--- src/sv/mbet_pkg.sv ---
`timescale 1ns / 1ps

package mbet_pkg;

	localparam int unsigned CFG_ADDR_W = 3;
	localparam int unsigned CFG_DATA_W = 32;

	localparam logic [CFG_ADDR_W-1:0] REG_REAL_ORIGIN     = 3'd0;
	localparam logic [CFG_ADDR_W-1:0] REG_REAL_STEP       = 3'd1;
	localparam logic [CFG_ADDR_W-1:0] REG_IMAG_ORIGIN     = 3'd2;
	localparam logic [CFG_ADDR_W-1:0] REG_IMAG_STEP       = 3'd3;
	localparam logic [CFG_ADDR_W-1:0] REG_ITERATION_LIMIT = 3'd4;

	localparam logic signed [31:0] RESET_REAL_ORIGIN = -32'sd33554432;
	localparam logic signed [31:0] RESET_REAL_STEP   = 32'sd83886;
	localparam logic signed [31:0] RESET_IMAG_ORIGIN = 32'sd25165824;
	localparam logic signed [31:0] RESET_IMAG_STEP   = -32'sd83886;
	localparam logic [7:0]         RESET_LIMIT       = 8'd100;

	// 4.0 in Q8.24, compared against the floored sum of squares.
	localparam logic signed [41:0] ESCAPE_SQ = 42'sd67108864;

	typedef enum logic [3:0] {
		ST_IDLE,
		ST_CR,
		ST_CI,
		ST_CZ,
		ST_I0,
		ST_I1,
		ST_I2,
		ST_I3,
		ST_I4,
		ST_I5,
		ST_I6,
		ST_I7,
		ST_I8,
		ST_I9,
		ST_I10,
		ST_DONE
	} state_t;

	typedef struct packed {
		logic signed [31:0] real_origin;
		logic signed [31:0] real_step;
		logic signed [31:0] imag_origin;
		logic signed [31:0] imag_step;
		logic [7:0]         iteration_limit;
	} cfg_t;

	typedef struct packed {
		logic [9:0] column;
		logic [9:0] row;
		logic [7:0] count;
		logic       in_set;
	} result_t;

	// Floor of a Q16.48 product to Q16.24 without saturation.
	function automatic logic signed [39:0] floor24(input logic signed [63:0] p);
		floor24 = $signed(p[63:24]);
	endfunction

	function automatic logic signed [31:0] sat32(input logic signed [43:0] x);
		logic hi_same;
		hi_same = (x[43:31] == {13{x[31]}});
		if (hi_same) begin
			sat32 = x[31:0];
		end else if (x[43]) begin
			sat32 = 32'sh8000_0000;
		end else begin
			sat32 = 32'sh7FFF_FFFF;
		end
	endfunction

endpackage

--- src/sv/mbet_mul.sv ---
`timescale 1ns / 1ps

module mbet_mul (
	input  logic               clk,
	input  logic signed [31:0] a,
	input  logic signed [31:0] b,
	output logic signed [63:0] prod
);

	logic signed [63:0] prod_q;

	always_ff @(posedge clk) begin
		prod_q <= a * b;
	end

	assign prod = prod_q;

endmodule

--- src/sv/mbet_ctrl.sv ---
`timescale 1ns / 1ps

module mbet_ctrl
	import mbet_pkg::*;
(
	input  logic       clk,
	input  logic       arst_n,
	input  cfg_t       cfg,
	input  logic       start,
	input  logic [9:0] column,
	input  logic [9:0] row,
	output logic       ready,
	output logic       res_valid,
	input  logic       res_ready,
	output result_t    res
);

	state_t state_q, state_d;

	logic signed [31:0] zr_q, zi_q, cr_q, ci_q, ar_q, ai_q, t_q;
	logic signed [39:0] acc_q;
	logic [7:0]         count_q;
	logic [9:0]         col_q, row_q;

	logic signed [31:0] op_a, op_b;
	logic signed [63:0] prod;
	logic signed [39:0] pf;
	logic signed [41:0] sq_sum;
	logic               escaped;
	logic signed [31:0] z5i;

	mbet_mul u_mul (
		.clk  (clk),
		.a    (op_a),
		.b    (op_b),
		.prod (prod)
	);

	assign pf      = floor24(prod);
	assign sq_sum  = 42'(acc_q) + 42'(pf);
	assign escaped = (sq_sum >= ESCAPE_SQ);
	assign z5i     = sat32(44'(acc_q) + 44'(pf));

	always_ff @(posedge clk or negedge arst_n) begin
		if (!arst_n) begin
			state_q <= ST_IDLE;
		end else begin
			state_q <= state_d;
		end
	end

	always_comb begin
		state_d   = state_q;
		op_a      = zr_q;
		op_b      = zr_q;
		ready     = 1'b0;
		res_valid = 1'b0;
		unique case (state_q)
			ST_IDLE: begin
				ready = 1'b1;
				if (start) begin
					state_d = ST_CR;
				end
			end
			ST_CR: begin
				op_a    = $signed({22'd0, col_q});
				op_b    = cfg.real_step;
				state_d = ST_CI;
			end
			ST_CI: begin
				op_a    = $signed({22'd0, row_q});
				op_b    = cfg.imag_step;
				state_d = ST_CZ;
			end
			ST_CZ: begin
				state_d = ST_I0;
			end
			ST_I0: begin
				if (count_q >= cfg.iteration_limit) begin
					state_d = ST_DONE;
				end else begin
					state_d = ST_I1;
				end
			end
			ST_I1: begin
				op_a    = zi_q;
				op_b    = zi_q;
				state_d = ST_I2;
			end
			ST_I2: begin
				op_b = zi_q;
				if (escaped) begin
					state_d = ST_DONE;
				end else begin
					state_d = ST_I3;
				end
			end
			ST_I3: begin
				op_a    = ar_q;
				op_b    = ar_q;
				state_d = ST_I4;
			end
			ST_I4: begin
				op_a    = ai_q;
				op_b    = ai_q;
				state_d = ST_I5;
			end
			ST_I5: begin
				op_a    = ar_q;
				op_b    = ai_q;
				state_d = ST_I6;
			end
			ST_I6: begin
				op_a    = ar_q;
				state_d = ST_I7;
			end
			ST_I7: begin
				op_a    = ai_q;
				op_b    = zi_q;
				state_d = ST_I8;
			end
			ST_I8: begin
				op_a    = ar_q;
				op_b    = zi_q;
				state_d = ST_I9;
			end
			ST_I9: begin
				op_a    = ai_q;
				state_d = ST_I10;
			end
			ST_I10: begin
				state_d = ST_I0;
			end
			ST_DONE: begin
				res_valid = 1'b1;
				if (res_ready) begin
					state_d = ST_IDLE;
				end
			end
			default: begin
				state_d = ST_IDLE;
			end
		endcase
	end

	// Each state that loads a register from the product consumes the product issued by the state before it.
	always_ff @(posedge clk) begin
		unique case (state_q)
			ST_IDLE: begin
				if (start) begin
					col_q <= column;
					row_q <= row;
				end
			end
			ST_CI: begin
				cr_q <= sat32(44'(cfg.real_origin) + $signed(prod[43:0]));
			end
			ST_CZ: begin
				ci_q    <= sat32(44'(cfg.imag_origin) + $signed(prod[43:0]));
				zr_q    <= '0;
				zi_q    <= '0;
				count_q <= '0;
			end
			ST_I1, ST_I4, ST_I7, ST_I9: begin
				acc_q <= pf;
			end
			ST_I2, ST_I5: begin
				ar_q <= sat32(44'(acc_q) - 44'(pf));
			end
			ST_I3, ST_I6: begin
				ai_q <= sat32(44'(pf) + 44'(pf));
			end
			ST_I8: begin
				t_q <= sat32(44'(acc_q) - 44'(pf));
			end
			ST_I10: begin
				zr_q    <= sat32(44'(t_q) + 44'(cr_q));
				zi_q    <= sat32(44'(z5i) + 44'(ci_q));
				count_q <= count_q + 8'd1;
			end
			default: begin
			end
		endcase
	end

	assign res.column = col_q;
	assign res.row    = row_q;
	assign res.count  = count_q;
	assign res.in_set = (count_q == cfg.iteration_limit);

endmodule

--- src/sv/multibrot_escape_time_pixel.sv ---
`timescale 1ns / 1ps

// Escape-time engine for the degree-5 multibrot set z = z^5 + c, in signed Q8.24
// fixed point. One pixel is in flight at a time: s_axis_tready is high only while
// the engine is idle. A pixel ends when it escapes or when its count reaches the
// iteration limit, and the result on m_axis reports that iteration count. The
// iteration loop uses the single 32 x 32 multiplier, which performs the ten real
// products of each iteration (z^2, z^4 and z^5) one per cycle. The finished result
// sits in an output register, so the next pixel is accepted while the previous one
// waits on m_axis_tready. The user must write configuration registers only while
// the block is idle; the block itself does not enforce it.
module multibrot_escape_time_pixel
	import mbet_pkg::*;
(
	input  logic                  clk,
	input  logic                  arst_n,
	input  logic                  cfg_we,
	input  logic [CFG_ADDR_W-1:0] cfg_addr,
	input  logic [CFG_DATA_W-1:0] cfg_wdata,
	input  logic                  s_axis_tvalid,
	output logic                  s_axis_tready,
	// column [9:0], row [19:10], zero [23:20]
	input  logic [23:0]           s_axis_tdata,
	output logic                  m_axis_tvalid,
	input  logic                  m_axis_tready,
	// out_column [9:0], out_row [19:10], iteration_count [27:20], red [35:28],
	// green [43:36], blue [51:44], zero [55:52]
	output logic [55:0]           m_axis_tdata,
	// inside_set [0]
	output logic [0:0]            m_axis_tuser
);

	cfg_t    cfg_q;
	result_t res;
	logic    res_valid, res_ready, start;
	logic    out_valid_q;
	logic [55:0] out_data_q;
	logic        out_in_set_q;
	logic [7:0]  red, green, blue;

	always_ff @(posedge clk or negedge arst_n) begin
		if (!arst_n) begin
			cfg_q.real_origin     <= RESET_REAL_ORIGIN;
			cfg_q.real_step       <= RESET_REAL_STEP;
			cfg_q.imag_origin     <= RESET_IMAG_ORIGIN;
			cfg_q.imag_step       <= RESET_IMAG_STEP;
			cfg_q.iteration_limit <= RESET_LIMIT;
		end else if (cfg_we) begin
			unique case (cfg_addr)
				REG_REAL_ORIGIN:     cfg_q.real_origin     <= $signed(cfg_wdata);
				REG_REAL_STEP:       cfg_q.real_step       <= $signed(cfg_wdata);
				REG_IMAG_ORIGIN:     cfg_q.imag_origin     <= $signed(cfg_wdata);
				REG_IMAG_STEP:       cfg_q.imag_step       <= $signed(cfg_wdata);
				REG_ITERATION_LIMIT: cfg_q.iteration_limit <= cfg_wdata[7:0];
				default: begin
				end
			endcase
		end
	end

	assign start = s_axis_tvalid && s_axis_tready;

	mbet_ctrl u_ctrl (
		.clk       (clk),
		.arst_n    (arst_n),
		.cfg       (cfg_q),
		.start     (start),
		.column    (s_axis_tdata[9:0]),
		.row       (s_axis_tdata[19:10]),
		.ready     (s_axis_tready),
		.res_valid (res_valid),
		.res_ready (res_ready),
		.res       (res)
	);

	assign res_ready = !out_valid_q || m_axis_tready;

	assign red   = res.in_set ? 8'd0 : 8'({res.count, 3'd0} + {3'd0, res.count});
	assign green = res.in_set ? 8'd0 : 8'({res.count, 3'd0} - {3'd0, res.count});
	assign blue  = res.in_set ? 8'd0
		: 8'({res.count, 3'd0} + {1'b0, res.count, 2'd0} + {3'd0, res.count});

	always_ff @(posedge clk or negedge arst_n) begin
		if (!arst_n) begin
			out_valid_q <= 1'b0;
		end else if (res_valid && res_ready) begin
			out_valid_q <= 1'b1;
		end else if (m_axis_tready) begin
			out_valid_q <= 1'b0;
		end
	end

	always_ff @(posedge clk) begin
		if (res_valid && res_ready) begin
			out_data_q   <= {4'd0, blue, green, red, res.count, res.row, res.column};
			out_in_set_q <= res.in_set;
		end
	end

	assign m_axis_tvalid   = out_valid_q;
	assign m_axis_tdata    = out_data_q;
	assign m_axis_tuser[0] = out_in_set_q;

endmodule

--- config.mk ---
export PLATFORM = sky130hd
export DESIGN_NAME = multibrot_escape_time_pixel
export DESIGN_NICKNAME = d
export VERILOG_FILES = /design/src/sv/mbet_pkg.sv /design/src/sv/mbet_mul.sv /design/src/sv/mbet_ctrl.sv /design/src/sv/multibrot_escape_time_pixel.sv
export SDC_FILE = /design/constraint.sdc
export NUM_CORES = 2
export LEC_CHECK = 0
export BUFFER_PORTS_ARGS = -buffer_cell sky130_fd_sc_hd__buf_4
export CORE_MARGIN = 2
export CORE_UTILIZATION = 35
export DETAILED_ROUTE_END_ITERATION = 6
export GPL_TIMING_DRIVEN = 1
export SYNTH_ARGS = -nofsm -noshare
export SYNTH_HDL_FRONTEND = slang
export SYNTH_SLANG_ARGS = --single-unit
--- constraint.sdc ---
create_clock -name clk -period 10.3 [get_ports clk]
set_clock_uncertainty 0.15 [all_clocks]
set_input_delay 1.03 -clock clk [delete_from_list [all_inputs] [get_ports clk]]
set_output_delay 1.03 -clock clk [all_outputs]
set_load 0.005 [all_outputs]
==> out/qor.csv <==
stage,metric,value,unit
sta,Tcrit/Tclk final,0.971,
clock_network,Root Buffer,clkbuf_16,
yosys,Post-Synthesis Cell Area,0.0701,sq mm
place,port bufs,114,
yosys,post-synthesis register bit count,547,
sta,WHS,0.237,ns
yosys,Syn Inst Count,7361,
yosys,Syn Area/Cell,9.52,sq um
global_routing,global-route wire length before repair,362,mm
run,Max-Cap Viols,0,
critical_path,Crit path top cell by count,fa_1,
clock_network,Skew-Pair Late Insertion Delay,0.71,ns
yosys,adder-cell share of the synthesized area,0.391,
critical_path,Worst EP required,10.69,ns
route,DRC errors left,0,
critical_path,worst r2r path cells,29,
clock_network,Sink Count,547,
global_routing,initial antenna violation count,17,
critical_path,CP max stage delay,0.62,ns
die,Die Width,451,um
die,die height,451,um
clock_network,"Clk pin slew, worst setup/hold paths",0.06,ns
critical_path,Stages on worst setup path,29,
place,HPWL Detailed,197,mm
yosys,Simple-Gate Fraction of Synth Area,0.124,
sta,fmax,100,MHz
die,Row Count,164,
clock_network,CTS Buf Count,61,
sta,Slew Limit Fails,0,
final_layout,share of cells above drive strength 1,0.118,
critical_path,slowest CP cell,fa_1,
run_status,status,"complete, no violations",
yosys,Main synth FF type,edfxtp_1,
yosys,synth top area cells,"fa_1 (31%), edfxtp_1 (15%), ha_1 (7.9%)",
place,GP Congestion,0.951,
critical_path,worst setup path category,reg -> reg,
final_layout,fin nets,9048,
hold_path,hold crit path type,in -> async,
critical_path,endpoint type of the worst setup path,flop,
yosys,Yosys top cell by area,fa_1,
route,DR vias/cell,5.40,
yosys,Post-synth EDFFs,342,
critical_path,Critical path origin,u_ctrl.state_q[3]$_DFFE_PN0P_,
global_routing,largest net degree at the start of global routing,78,
clock_network,CTS max path bufs,3,
critical_path,CP arrival,10.40,ns
sta,Slew @ Worst Pin,1.17,ns
place,DP Area,0.0751,sq mm
yosys,"Seq/Total Area, Yosys",0.216,
clock_network,CTS Hold Bufs,0,
final_layout,post-route cell area,0.0781,sq mm
yosys,Synth warnings,0,
final_layout,P&R area growth vs syn,11.4,%
yosys,Synth top cells by count,"inv_1 (1,141), fa_1 (1,094), nand2_1 (759)",
critical_path,CP top delay family,adder cells,
die,CORE AREA,0.199,sq mm
yosys,main combinational cell family by area after synthesis,adder cells,
yosys,most frequent cell after synthesis,inv_1,
clock_network,CTS tree,built,
sta,worst relative slew slack,0.218,
sta,Final Hold Vio Count,0,
global_routing,gr usage total,0.235,
route,drt total wl,243,mm
yosys,synth unique cells,103,
clock_network,H-tree depth,2,
route,vias,54900,
route,post-route ant nets,0,
global_routing,number of global-route vias before repair,56500,
sta,fin crit period,10.00,ns
die,IO Pins,123,
critical_path,worst reg2reg path endpoint,u_ctrl.u_mul.prod[60]$_DFF_P_,
die,Initial Util,0.351,
die,Die Footprint,0.204,sq mm
yosys,Async SR Flop Fraction,0.258,
route,WL/cell,23.9,um
critical_path,worst reg2reg path startpoint,u_ctrl.state_q[3]$_DFFE_PN0P_,
critical_path,startpoint types,flop,
yosys,mux cell area share after synthesis,0.0268,
critical_path,Worst R2R Setup Slack,0.30,ns
yosys,Post-Synth XOR/XNOR Area,0.0365,
sta,final setup fails,0,
critical_path,Buf/Inv on CP,6,
critical_path,Critical Path End,u_ctrl.u_mul.prod[60]$_DFF_P_,
yosys,post-synthesis compound-gate area fraction,0.121,
route,Detailed Route Iter0 Violations,4777,
yosys,Synth top area share,0.312,
critical_path,CP Max Fanout,11,
global_routing,total grt overflow,0,
route,First-pass DRT Iterations,6,
==> flip-flops by register name (all words and copies together), names as in the netlist <==
signal and cells:
u_ctrl.row_q 10, u_ctrl.col_q 10, u_ctrl.ai_q 32, cfg_q 136
m_axis_tvalid 1, m_axis_tuser 1, u_ctrl.state_q 4, u_ctrl.t_q 32
u_ctrl.cr_q 32, u_ctrl.zi_q 32, u_ctrl.zr_q 32, u_ctrl.acc_q 40
u_ctrl.count_q 8, u_ctrl.ci_q 32, u_ctrl.u_mul.prod 64, u_ctrl.ar_q 32
m_axis_tdata 49
==> worst min-delay path by stage <==
| stage | from | to | slack, ns | cells after the start |
|---|---|---|---|---|
| floorplan | u_ctrl.col_q[0]$_DFFE_PP_ | m_axis_tdata[0]$_DFFE_PP_ | 0.28 | 0 |
| global placement | u_ctrl.row_q[3]$_DFFE_PP_ | m_axis_tdata[13]$_DFFE_PP_ | 0.28 | 0 |
| detailed placement | u_ctrl.row_q[3]$_DFFE_PP_ | m_axis_tdata[13]$_DFFE_PP_ | 0.29 | 0 |
| CTS | arst_n | cfg_q[55]$_DFFE_PN0P_ | 0.23 | 1 |
| global route | arst_n | cfg_q[52]$_DFFE_PN0P_ | 0.29 | 1 |
| finish | arst_n | cfg_q[53]$_DFFE_PN0P_ | 0.24 | 1 |
==> metal layers <==
metal,vias to the layer above,wire length (um),track usage
li1,24100,-,-
met1,28100,100000,0.315
met2,2217,113000,0.381
met3,455,18200,0.0336
met4,0,11800,0.0944
met5,-,0,0
==> kinds of logic after synthesis <==
group	after synthesis
compound gates	1285
xor+xnor	292
fa+ha+maj	1536
buf+inv	1527
flops	547
mux	171
other cells	1
simple gates	2002
==> cells in the final DEF, fill, tap and decap left out, types with 59 or more instances in the layout <==
cell type,netlist,layout
a21o_1,123,122
a21oi_1,345,341
a22oi_1,62,59
buf_4,15,348
clkbuf_16,0,64
dfrtp_1,97,95
dfxtp_1,64,64
edfxtp_1,342,342
fa_1,1094,1093
ha_1,442,442
inv_1,1141,1141
mux2_2,133,133
nand2_1,759,756
nand3_1,95,89
nor2_1,753,740
o21a_1,63,63
o21ai_0,269,263
xnor2_1,204,204
xor2_1,88,87
==> cell type report <==
type,count,area (sq um)
antenna,11,27.5
clock buffer,71,1600
clock inverter,45,449
fill,19800,121000
inverter,1147,4310
multi-input combinational,5299,49800
sequential,547,15100
tap,2656,3320
timing repair buffer,392,3410
==> through the flow <==
step                worst slack (ns)  cells  utilization  TNS [ns]
floorplan                      0.157   7364            -         0
global placement              0.0795   9990        0.376         0
detailed placement           -0.0229   9990        0.376   -0.0229
CTS                          0.00366  10100        0.387         0
global route                -0.00213  10200        0.391  -0.00213
finish                         0.297  10200        0.392         0
==> timing repair <==
item,4_1_cts,5_1_grt
setup endpoints to repair,5,15
buffers inserted,0,40
resized for setup,11,116
cloned,0,11
hold endpoints to repair,0,0
pin swaps,0,25
Power is not shown: default switching activity piles up to over one toggle a cycle in this logic, so the estimate is an artifact.
